File: src/rtl/prps_pkg.sv
`default_nettype none
// ----------------------------------------------------------------------------
// prps_pkg
// Shared types, register indexes, codes and reset values of the power rail
// protection supervisor.
// ----------------------------------------------------------------------------
package prps_pkg;

    localparam int unsigned DATA_W    = 16;
    localparam int unsigned CFG_IDX_W = 3;

    // configuration register indexes
    localparam logic [CFG_IDX_W-1:0] REG_MIN_VOLT16    = 3'd0;
    localparam logic [CFG_IDX_W-1:0] REG_WARN_VOLT16   = 3'd1;
    localparam logic [CFG_IDX_W-1:0] REG_MIN_VOLT32    = 3'd2;
    localparam logic [CFG_IDX_W-1:0] REG_WARN_VOLT32   = 3'd3;
    localparam logic [CFG_IDX_W-1:0] REG_MAX_CURRENT16 = 3'd4;
    localparam logic [CFG_IDX_W-1:0] REG_MAX_CURRENT32 = 3'd5;
    localparam logic [CFG_IDX_W-1:0] REG_TRIP_DELAY    = 3'd6;
    localparam logic [CFG_IDX_W-1:0] REG_WARN_INTERVAL = 3'd7;

    // register reset values
    localparam logic signed [DATA_W-1:0] RST_MIN_VOLT16    = 16'sd13312;
    localparam logic signed [DATA_W-1:0] RST_WARN_VOLT16   = 16'sd14336;
    localparam logic signed [DATA_W-1:0] RST_MIN_VOLT32    = 16'sd26624;
    localparam logic signed [DATA_W-1:0] RST_WARN_VOLT32   = 16'sd28672;
    localparam logic signed [DATA_W-1:0] RST_MAX_CURRENT16 = 16'sd10240;
    localparam logic signed [DATA_W-1:0] RST_MAX_CURRENT32 = 16'sd20480;
    localparam logic [DATA_W-1:0]        RST_TRIP_DELAY    = 16'd10;
    localparam logic [DATA_W-1:0]        RST_WARN_INTERVAL = 16'd250;

    // item kinds
    localparam logic KIND_TICK = 1'b0;
    localparam logic KIND_CMD  = 1'b1;

    // command targets
    localparam logic [1:0] SEL_RAIL16 = 2'd0;
    localparam logic [1:0] SEL_RAIL32 = 2'd1;
    localparam logic [1:0] SEL_BOTH   = 2'd2;

    // command actions
    localparam logic ACT_OFF = 1'b0;
    localparam logic ACT_ON  = 1'b1;

    // rail flag positions
    localparam int unsigned FLAG16_BIT = 0;
    localparam int unsigned FLAG32_BIT = 1;
    localparam logic [1:0]  FLAGS_NONE = 2'b00;
    localparam logic [1:0]  FLAGS_BOTH = 2'b11;

    typedef struct packed {
        logic signed [DATA_W-1:0] min_volt16;
        logic signed [DATA_W-1:0] warn_volt16;
        logic signed [DATA_W-1:0] min_volt32;
        logic signed [DATA_W-1:0] warn_volt32;
        logic signed [DATA_W-1:0] max_current16;
        logic signed [DATA_W-1:0] max_current32;
        logic [DATA_W-1:0]        trip_delay;
        logic [DATA_W-1:0]        warn_interval;
    } cfg_t;

    typedef struct packed {
        logic                     kind;
        logic [1:0]               rail_select;
        logic                     action;
        logic signed [DATA_W-1:0] volt16_a;
        logic signed [DATA_W-1:0] volt16_b;
        logic signed [DATA_W-1:0] volt16_c;
        logic signed [DATA_W-1:0] volt32_a;
        logic signed [DATA_W-1:0] volt32_b;
        logic signed [DATA_W-1:0] volt32_c;
        logic signed [DATA_W-1:0] current16;
        logic signed [DATA_W-1:0] current32;
    } item_t;

    typedef struct packed {
        logic       rail16_enable;
        logic       rail32_enable;
        logic [1:0] off_tones;
        logic       on_tones;
        logic       low_power_tone;
    } res_t;

    function automatic logic signed [DATA_W-1:0] max3(
        input logic signed [DATA_W-1:0] a,
        input logic signed [DATA_W-1:0] b,
        input logic signed [DATA_W-1:0] c
    );
        logic signed [DATA_W-1:0] m;
        m = a;
        if (b > m) m = b;
        if (c > m) m = c;
        return m;
    endfunction

endpackage
`default_nettype wire

File: src/rtl/power_rail_protection_supervisor_unit.sv
`default_nettype none
// ----------------------------------------------------------------------------
// power_rail_protection_supervisor_unit
// Switch control and protection of a 16 V and a 32 V supply rail.
// ----------------------------------------------------------------------------
// Usage:
//   s_* is a valid/ready channel carrying either a rail command or a
//   measurement tick; m_* returns one result per transfer with the rail
//   switch states and the tones that the item asked for.
//   Thresholds, current limits, trip delay and warning interval are set via
//   cfg_wr_en/cfg_index/cfg_wdata; write them only while the block is idle.
//   Each item passes through the input register, then the result register,
//   which drives m_valid. Throughput: one item per cycle while m_ready is high,
//   since each item is evaluated in a single pass against the current rail state.
//   When m_ready is low the result register holds; the input register still
//   takes one further item, and s_ready then drops until the result drains.
//   Reset clears both rails to off, the warning and trip counters, and
//   reloads the default thresholds; no result is pending after reset.
// ----------------------------------------------------------------------------
module power_rail_protection_supervisor_unit
    import prps_pkg::*;
(
    input  wire logic                        aclk,
    input  wire logic                        aresetn,

    input  wire logic                        cfg_wr_en,
    input  wire logic [CFG_IDX_W-1:0]        cfg_index,
    input  wire logic [DATA_W-1:0]           cfg_wdata,

    input  wire logic                        s_valid,
    output logic                             s_ready,
    input  wire logic                        s_kind,
    input  wire logic [1:0]                  s_rail_select,
    input  wire logic                        s_action,
    input  wire logic signed [DATA_W-1:0]    s_volt16_a,
    input  wire logic signed [DATA_W-1:0]    s_volt16_b,
    input  wire logic signed [DATA_W-1:0]    s_volt16_c,
    input  wire logic signed [DATA_W-1:0]    s_volt32_a,
    input  wire logic signed [DATA_W-1:0]    s_volt32_b,
    input  wire logic signed [DATA_W-1:0]    s_volt32_c,
    input  wire logic signed [DATA_W-1:0]    s_current16,
    input  wire logic signed [DATA_W-1:0]    s_current32,

    output logic                             m_valid,
    input  wire logic                        m_ready,
    output logic                             m_rail16_enable,
    output logic                             m_rail32_enable,
    output logic [1:0]                       m_off_tones,
    output logic                             m_on_tones,
    output logic                             m_low_power_tone
);

    cfg_t  cfg;
    item_t s_item;
    item_t in_item_reg;
    logic  in_valid_reg, in_valid_next;
    res_t  eval_res;
    res_t  out_res_reg;
    logic  out_valid_reg, out_valid_next;
    logic  advance;
    logic  in_xfer;

    assign s_item.kind        = s_kind;
    assign s_item.rail_select = s_rail_select;
    assign s_item.action      = s_action;
    assign s_item.volt16_a    = s_volt16_a;
    assign s_item.volt16_b    = s_volt16_b;
    assign s_item.volt16_c    = s_volt16_c;
    assign s_item.volt32_a    = s_volt32_a;
    assign s_item.volt32_b    = s_volt32_b;
    assign s_item.volt32_c    = s_volt32_c;
    assign s_item.current16   = s_current16;
    assign s_item.current32   = s_current32;

    prps_cfg_regs u_cfg_regs (
        .aclk      (aclk),
        .aresetn   (aresetn),
        .cfg_wr_en (cfg_wr_en),
        .cfg_index (cfg_index),
        .cfg_wdata (cfg_wdata),
        .cfg       (cfg)
    );

    prps_eval u_eval (
        .aclk    (aclk),
        .aresetn (aresetn),
        .step    (advance),
        .item    (in_item_reg),
        .cfg     (cfg),
        .res     (eval_res)
    );

    // item moves to the result register when that register is free or draining
    assign advance = in_valid_reg && (!out_valid_reg || m_ready);
    assign s_ready = !in_valid_reg || advance;
    assign in_xfer = s_valid && s_ready;

    always_comb begin
        in_valid_next  = in_xfer || (in_valid_reg && !advance);
        out_valid_next = advance || (out_valid_reg && !m_ready);
    end

    always_ff @(posedge aclk) begin
        if (!aresetn) begin
            in_valid_reg  <= 1'b0;
            out_valid_reg <= 1'b0;
        end else begin
            in_valid_reg  <= in_valid_next;
            out_valid_reg <= out_valid_next;
        end
    end

    always_ff @(posedge aclk) begin
        if (in_xfer) begin
            in_item_reg <= s_item;
        end
        if (advance) begin
            out_res_reg <= eval_res;
        end
    end

    assign m_valid          = out_valid_reg;
    assign m_rail16_enable  = out_res_reg.rail16_enable;
    assign m_rail32_enable  = out_res_reg.rail32_enable;
    assign m_off_tones      = out_res_reg.off_tones;
    assign m_on_tones       = out_res_reg.on_tones;
    assign m_low_power_tone = out_res_reg.low_power_tone;

endmodule
`default_nettype wire

File: src/rtl/prps_cfg_regs.sv
`default_nettype none
// ----------------------------------------------------------------------------
// prps_cfg_regs
// Threshold, limit and interval registers written through the plain write port.
// ----------------------------------------------------------------------------
module prps_cfg_regs
    import prps_pkg::*;
(
    input  wire logic                 aclk,
    input  wire logic                 aresetn,
    input  wire logic                 cfg_wr_en,
    input  wire logic [CFG_IDX_W-1:0] cfg_index,
    input  wire logic [DATA_W-1:0]    cfg_wdata,
    output cfg_t                      cfg
);

    cfg_t cfg_reg;
    cfg_t cfg_next;

    always_comb begin
        cfg_next = cfg_reg;
        if (cfg_wr_en) begin
            unique case (cfg_index)
                REG_MIN_VOLT16:    cfg_next.min_volt16    = $signed(cfg_wdata);
                REG_WARN_VOLT16:   cfg_next.warn_volt16   = $signed(cfg_wdata);
                REG_MIN_VOLT32:    cfg_next.min_volt32    = $signed(cfg_wdata);
                REG_WARN_VOLT32:   cfg_next.warn_volt32   = $signed(cfg_wdata);
                REG_MAX_CURRENT16: cfg_next.max_current16 = $signed(cfg_wdata);
                REG_MAX_CURRENT32: cfg_next.max_current32 = $signed(cfg_wdata);
                REG_TRIP_DELAY:    cfg_next.trip_delay    = cfg_wdata;
                REG_WARN_INTERVAL: cfg_next.warn_interval = cfg_wdata;
                default:           cfg_next = cfg_reg;
            endcase
        end
    end

    always_ff @(posedge aclk) begin
        if (!aresetn) begin
            cfg_reg.min_volt16    <= RST_MIN_VOLT16;
            cfg_reg.warn_volt16   <= RST_WARN_VOLT16;
            cfg_reg.min_volt32    <= RST_MIN_VOLT32;
            cfg_reg.warn_volt32   <= RST_WARN_VOLT32;
            cfg_reg.max_current16 <= RST_MAX_CURRENT16;
            cfg_reg.max_current32 <= RST_MAX_CURRENT32;
            cfg_reg.trip_delay    <= RST_TRIP_DELAY;
            cfg_reg.warn_interval <= RST_WARN_INTERVAL;
        end else begin
            cfg_reg <= cfg_next;
        end
    end

    assign cfg = cfg_reg;

endmodule
`default_nettype wire

File: src/rtl/prps_eval.sv
`default_nettype none
// ----------------------------------------------------------------------------
// prps_eval
// Rail state, warning and trip counters, and the single-pass decision logic
// for one command or measurement tick.
// ----------------------------------------------------------------------------
module prps_eval
    import prps_pkg::*;
(
    input  wire logic  aclk,
    input  wire logic  aresetn,
    input  wire logic  step,
    input  wire item_t item,
    input  wire cfg_t  cfg,
    output res_t       res
);

    logic [1:0]        rail_flags_reg,   rail_flags_next;
    logic [DATA_W-1:0] warn_counter_reg, warn_counter_next;
    logic [DATA_W-1:0] trip_count16_reg, trip_count16_next;
    logic [DATA_W-1:0] trip_count32_reg, trip_count32_next;

    logic signed [DATA_W-1:0] v16;
    logic signed [DATA_W-1:0] v32;
    logic                     on16;
    logic                     on32;
    logic [1:0]               off_cnt;
    logic                     on_cnt;
    logic                     low_tone;

    assign v16  = max3(item.volt16_a, item.volt16_b, item.volt16_c);
    assign v32  = max3(item.volt32_a, item.volt32_b, item.volt32_c);
    assign on16 = rail_flags_reg[FLAG16_BIT];
    assign on32 = rail_flags_reg[FLAG32_BIT];

    always_comb begin
        rail_flags_next   = rail_flags_reg;
        warn_counter_next = warn_counter_reg;
        trip_count16_next = trip_count16_reg;
        trip_count32_next = trip_count32_reg;
        off_cnt           = 2'd0;
        on_cnt            = 1'b0;
        low_tone          = 1'b0;

        if (item.kind == KIND_CMD) begin
            case (item.rail_select) inside
                SEL_RAIL16, SEL_BOTH: begin
                    if (item.action == ACT_ON) begin
                        rail_flags_next = FLAGS_BOTH;
                        on_cnt          = 1'b1;
                    end else begin
                        rail_flags_next = FLAGS_NONE;
                        off_cnt         = 2'd1;
                    end
                end
                SEL_RAIL32: begin
                    rail_flags_next[FLAG32_BIT] = (item.action == ACT_ON);
                    if (item.action == ACT_ON) begin
                        on_cnt = 1'b1;
                    end else begin
                        off_cnt = 2'd1;
                    end
                end
                default: begin
                    rail_flags_next = rail_flags_reg;
                end
            endcase
        end else begin
            // undervoltage first, then low-voltage warning
            if (on16 && v16 <= cfg.min_volt16) begin
                rail_flags_next   = FLAGS_NONE;
                off_cnt           = off_cnt + 2'd1;
                warn_counter_next = '0;
            end else if (on32 && v32 <= cfg.min_volt32) begin
                rail_flags_next[FLAG32_BIT] = 1'b0;
                off_cnt                     = off_cnt + 2'd1;
            end else if ((on16 && v16 <= cfg.warn_volt16) ||
                         (on32 && v32 <= cfg.warn_volt32)) begin
                if (warn_counter_reg >= cfg.warn_interval) begin
                    low_tone          = 1'b1;
                    warn_counter_next = '0;
                end else begin
                    warn_counter_next = warn_counter_reg + 16'd1;
                end
            end else begin
                warn_counter_next = '0;
            end

            // 16 V overcurrent trips both rails
            if (item.current16 > cfg.max_current16) begin
                if (trip_count16_reg >= cfg.trip_delay) begin
                    rail_flags_next = FLAGS_NONE;
                    off_cnt         = off_cnt + 2'd1;
                end else begin
                    trip_count16_next = trip_count16_reg + 16'd1;
                end
            end else begin
                trip_count16_next = '0;
            end

            // 32 V overcurrent, or re-enable when only the 16 V rail is on
            if (item.current32 > cfg.max_current32) begin
                if (trip_count32_reg >= cfg.trip_delay) begin
                    rail_flags_next[FLAG32_BIT] = 1'b0;
                    off_cnt                     = off_cnt + 2'd1;
                end else begin
                    trip_count32_next = trip_count32_reg + 16'd1;
                end
            end else begin
                trip_count32_next = '0;
                if (rail_flags_next[FLAG16_BIT] && !rail_flags_next[FLAG32_BIT]) begin
                    rail_flags_next[FLAG32_BIT] = 1'b1;
                    on_cnt                      = 1'b1;
                end
            end
        end
    end

    always_ff @(posedge aclk) begin
        if (!aresetn) begin
            rail_flags_reg   <= FLAGS_NONE;
            warn_counter_reg <= '0;
            trip_count16_reg <= '0;
            trip_count32_reg <= '0;
        end else if (step) begin
            rail_flags_reg   <= rail_flags_next;
            warn_counter_reg <= warn_counter_next;
            trip_count16_reg <= trip_count16_next;
            trip_count32_reg <= trip_count32_next;
        end
    end

    assign res.rail16_enable  = rail_flags_next[FLAG16_BIT];
    assign res.rail32_enable  = rail_flags_next[FLAG32_BIT];
    assign res.off_tones      = off_cnt;
    assign res.on_tones       = on_cnt;
    assign res.low_power_tone = low_tone;

    // a full switch-on command leaves both rails on
    a_cmd_both_on : assert property (@(posedge aclk) disable iff (!aresetn)
        step && item.kind == KIND_CMD && item.action == ACT_ON &&
        (item.rail_select == SEL_RAIL16 || item.rail_select == SEL_BOTH)
        |=> rail_flags_reg == FLAGS_BOTH)
        else $error("switch-on of both rails did not take effect");

    // 16 V undervoltage clears the warning count
    a_uv16_clears_warn : assert property (@(posedge aclk) disable iff (!aresetn)
        step && item.kind == KIND_TICK && on16 && v16 <= cfg.min_volt16
        |=> warn_counter_reg == '0)
        else $error("warning count survived 16 V undervoltage");

    // an on tone always leaves the 32 V rail on
    a_on_tone_rail32 : assert property (@(posedge aclk) disable iff (!aresetn)
        res.on_tones |-> res.rail32_enable)
        else $error("on tone without the 32 V rail on");

    // state only moves when an item is processed
    a_state_hold : assert property (@(posedge aclk) disable iff (!aresetn)
        !step |=> $stable(rail_flags_reg) && $stable(warn_counter_reg))
        else $error("rail state changed without an item");

endmodule
`default_nettype wire

File: config.mk
export PLATFORM = sky130hd
export DESIGN_NAME = power_rail_protection_supervisor_unit
export DESIGN_NICKNAME = d
export VERILOG_FILES = /design/src/rtl/prps_pkg.sv /design/src/rtl/power_rail_protection_supervisor_unit.sv /design/src/rtl/prps_cfg_regs.sv /design/src/rtl/prps_eval.sv
export SDC_FILE = /design/constraint.sdc
export NUM_CORES = 1
export LEC_CHECK = 0
export BUFFER_PORTS_ARGS = -buffer_cell sky130_fd_sc_hd__clkbuf_2
export CORE_ASPECT_RATIO = 0.6
export CORE_MARGIN = 2
export CORE_UTILIZATION = 48
export DETAILED_ROUTE_END_ITERATION = 7
export PLACE_DENSITY = 0.76
export SYNTH_ARGS = -nofsm -noshare
export SYNTH_HDL_FRONTEND = slang
export SYNTH_SLANG_ARGS = --single-unit
File: constraint.sdc
create_clock -name aclk -period 17.03 [get_ports aclk]
set_input_delay 0 -clock aclk [delete_from_list [all_inputs] [get_ports aclk]]
set_output_delay 0 -clock aclk [all_outputs]
set_load 0.02 [all_outputs]
==> flow_metrics.env <==
export IMPL_ant_nets=0
export IMPL_syn_area_um2=17700
export IMPL_layout_drive_gt1_share_pct=12.5
export IMPL_synth_warnings=0
export IMPL_io_pins=164
export IMPL_route_detailed_drc=0
export IMPL_crit_required_ps=17380
export IMPL_avgSynthCellArea_um2=9.67
export IMPL_grtUsageMet1_pct=35.9
export IMPL_crit_path_end_kind="register"
export IMPL_use_met3_pct=4.53
export IMPL_fill_cells=2982
export IMPL_peakVddDrop_mv=0.0846
export IMPL_antenna_found_initial=1
export IMPL_die_h_um=153
export IMPL_synth_distinct_cells=76
export IMPL_power_mw=1.95
export IMPL_syn_nets=2201
export IMPL_area_growth_pct=21.9
export IMPL_vias=14700
export IMPL_drv_slew=0
export IMPL_most_common_layout_cells="nand2_1 (286), ha_1 (212), inv_1 (211)"
export IMPL_synth_edf_count=138
export IMPL_cts_sinks=318
export IMPL_max_slew_margin_pct=14.1
export IMPL_finalSetupViolations=0
export IMPL_holdWs_ps=88.2
export IMPL_clock_skew_ps=11.9
export IMPL_r2r_start="in_item_reg[106]"
export IMPL_final_nets=2491
export IMPL_netlist_instances=1833
export IMPL_yosysSeqAreaShare_pct=43.7
export IMPL_numCtsBuffers=31
export IMPL_busiest_layer="met2"
export IMPL_dp_cells=2411
export IMPL_ys_ff_latch=318
export IMPL_clk_latency_ps=600
export IMPL_largest_reg_flops=132
export IMPL_worstSetupPathType="reg2reg"
export IMPL_dr_pass1_iters=6
export IMPL_arrival_ps=9080
export IMPL_grt_use_total_pct=25.2
export IMPL_gr_total_overflow=0
export IMPL_die_area_um2=38500
export IMPL_period_needed_ps=8730
export IMPL_hp_class="in2reg"
export IMPL_via_per_inst=5.59
export IMPL_hpwl_mm=34.0
export IMPL_grt_max_degree=111
export IMPL_clk_path_buf_depth=3
export IMPL_wirelength_mm=49.0
export IMPL_tns_ps=0
export IMPL_wl_per_cell_um=18.7
export IMPL_ctsHtreeMaxLevel=1
export IMPL_tightest_slew_ps=1280
export IMPL_cts_tree="yes"
export IMPL_ys_flop_type="dfxtp_1"
export IMPL_drtIter0Drc=1373
export IMPL_cp_max_fo=16
export IMPL_post_cts_setup_buffers=0
export IMPL_cts_root_buf="clkbuf_16"
export IMPL_rrSetupSlack_ps=8300
export IMPL_grt_pass1_vias=14500
export IMPL_clkTransAtPathRegs_ps=70
export IMPL_met2_usage_pct=39.7
export IMPL_layout_commonest_cell="nand2_1"
export IMPL_reg2reg_to="m_off_tones[0]"
export IMPL_chipWidth_um=252
export IMPL_cts_repair_resized=0
export IMPL_r2r_cells=25
export IMPL_grt_pass1_wl_mm=77.6
export IMPL_status="completed"
export IMPL_whs_endpoint="u_cfg_regs.cfg[112]"
export IMPL_synthArstFlopShare_pct=0
export IMPL_worstHoldStart="cfg_index[2]"
export IMPL_io_buffer_count=163
export IMPL_rsz0062_at_grt="no"
export IMPL_drv_cap=0
export IMPL_core_um2=36300
export IMPL_leakage_nw=8.88
export IMPL_start_util_pct=48.8
export IMPL_place_gp_congestion=0.959
export IMPL_crit_path_start_kind="register"
export IMPL_hold_path_depth=5
export IMPL_row_count=54
export IMPL_powerDensity_nw_per_um2=90.3
export IMPL_hold_violations=0
export IMPL_clock_fmax_mhz=115
export IMPL_fin_crit_sh_pct=51.3
export IMPL_layout_cells_non_filler=2626
-- metrics by stage --
stage / setup slack (ps) / instance area, um2 / util, %
2_1_floorplan: 9770 / 17700 / -
5_1_grt: 7750 / 21600 / 59.4
3_3_place_gp: 8890 / 18900 / 52.0
4_1_cts: 8410 / 21600 / 59.4
3_5_place_dp: 8480 / 18900 / 52.0
6_report: 8300 / 21600 / 59.4
-- how the worst max path moves through the flow --
stage,from,endpoint,slack (ps),depth (start not counted)
after global routing,in_item_reg[122],m_off_tones[0],7750,26
after CTS,in_item_reg[106],m_off_tones[0],8410,25
after floorplan,in_item_reg[97],m_off_tones[0],9770,32
after global placement,in_item_reg[57],m_off_tones[0],8890,28
after detailed placement,in_item_reg[105],m_off_tones[0],8480,25
final,in_item_reg[106],m_off_tones[0],8300,25
-- cells in the mapped netlist (all sizes together), types with 39 or more instances --
master,count,share of area [%]
a21oi,71,2.1
a21boi,110,4.7
o21ai,54,1.5
nor2,68,1.4
clkbuf,57,1.3
ha,212,15
mux2i,66,3.7
nand2,286,6.1
edfxtp,138,23
nand4,39,1.4
inv,211,4.5
dfxtp,180,20
-- metal layers --
layer  vias up  wire length (um)
li1       7023                 -
met3        87              3520
met4         0              1140
met1      7060             22400
met5         -                 0
met2       521             21900
-- logic make-up (layout without fill, tap and decap cells) --
logic type,Yosys count,count (layout),synth area share (%)
muxes,69,69,3.92
DFF,318,318,43.7
buffers and inverters,279,594,6.17
and+or+nand+nor,564,564,15.5
xor gates and xnor gates,20,20,0.988
AOI/OAI and AO/OA,371,371,14.7
adders and majority gates,212,212,15.0
other,0,2,0
-- layout make-up --
| type | count | area [um2] | share of cell area [%] |
|---|---|---|---|
| multi-input cells | 1236 | 8910 | 41.2 |
| repair buffers | 325 | 2420 | 11.2 |
| well taps | 476 | 596 | 2.76 |
| clock inverters | 22 | 315 | 1.46 |
| flip-flops and latches | 318 | 7750 | 35.9 |
| inverters | 211 | 792 | 3.67 |
| clock buffers | 36 | 825 | 3.82 |
| diodes | 2 | 5.00 | 0.0232 |
-- where the power goes --
group / switching (mW) / internal, mW
Clock: 0.323 / 0.456
Sequential: 0.0168 / 0.826
Combinational: 0.185 / 0.146
-- critical path: stages, from the launching register on --
cell and delay, ps:
edfxtp_1 410, ha_1 330, nand4_1 160, nor3_1 70, a2111oi_0 590, a311o_1 1000, mux2i_1 290, ha_1 390
nand4_1 160, nor3_1 310, a21boi_0 320, or3_1 160, o211a_1 700, mux2i_1 390, ha_1 310, a211oi_1 300
o21bai_1 130, nor4_1 300, nor2_1 140, o311ai_4 560, nand2_1 210, ha_1 380, nor4_1 310, a31oi_1 90
xor2_1 180, mux2_2 280
-- timing repair --
action	in CTS	in global routing
hold buffers	155	0
hold endpoints to repair	273	0
setup endpoints to repair	0	0
No activity file was read; power rests on OpenSTA's default activity.
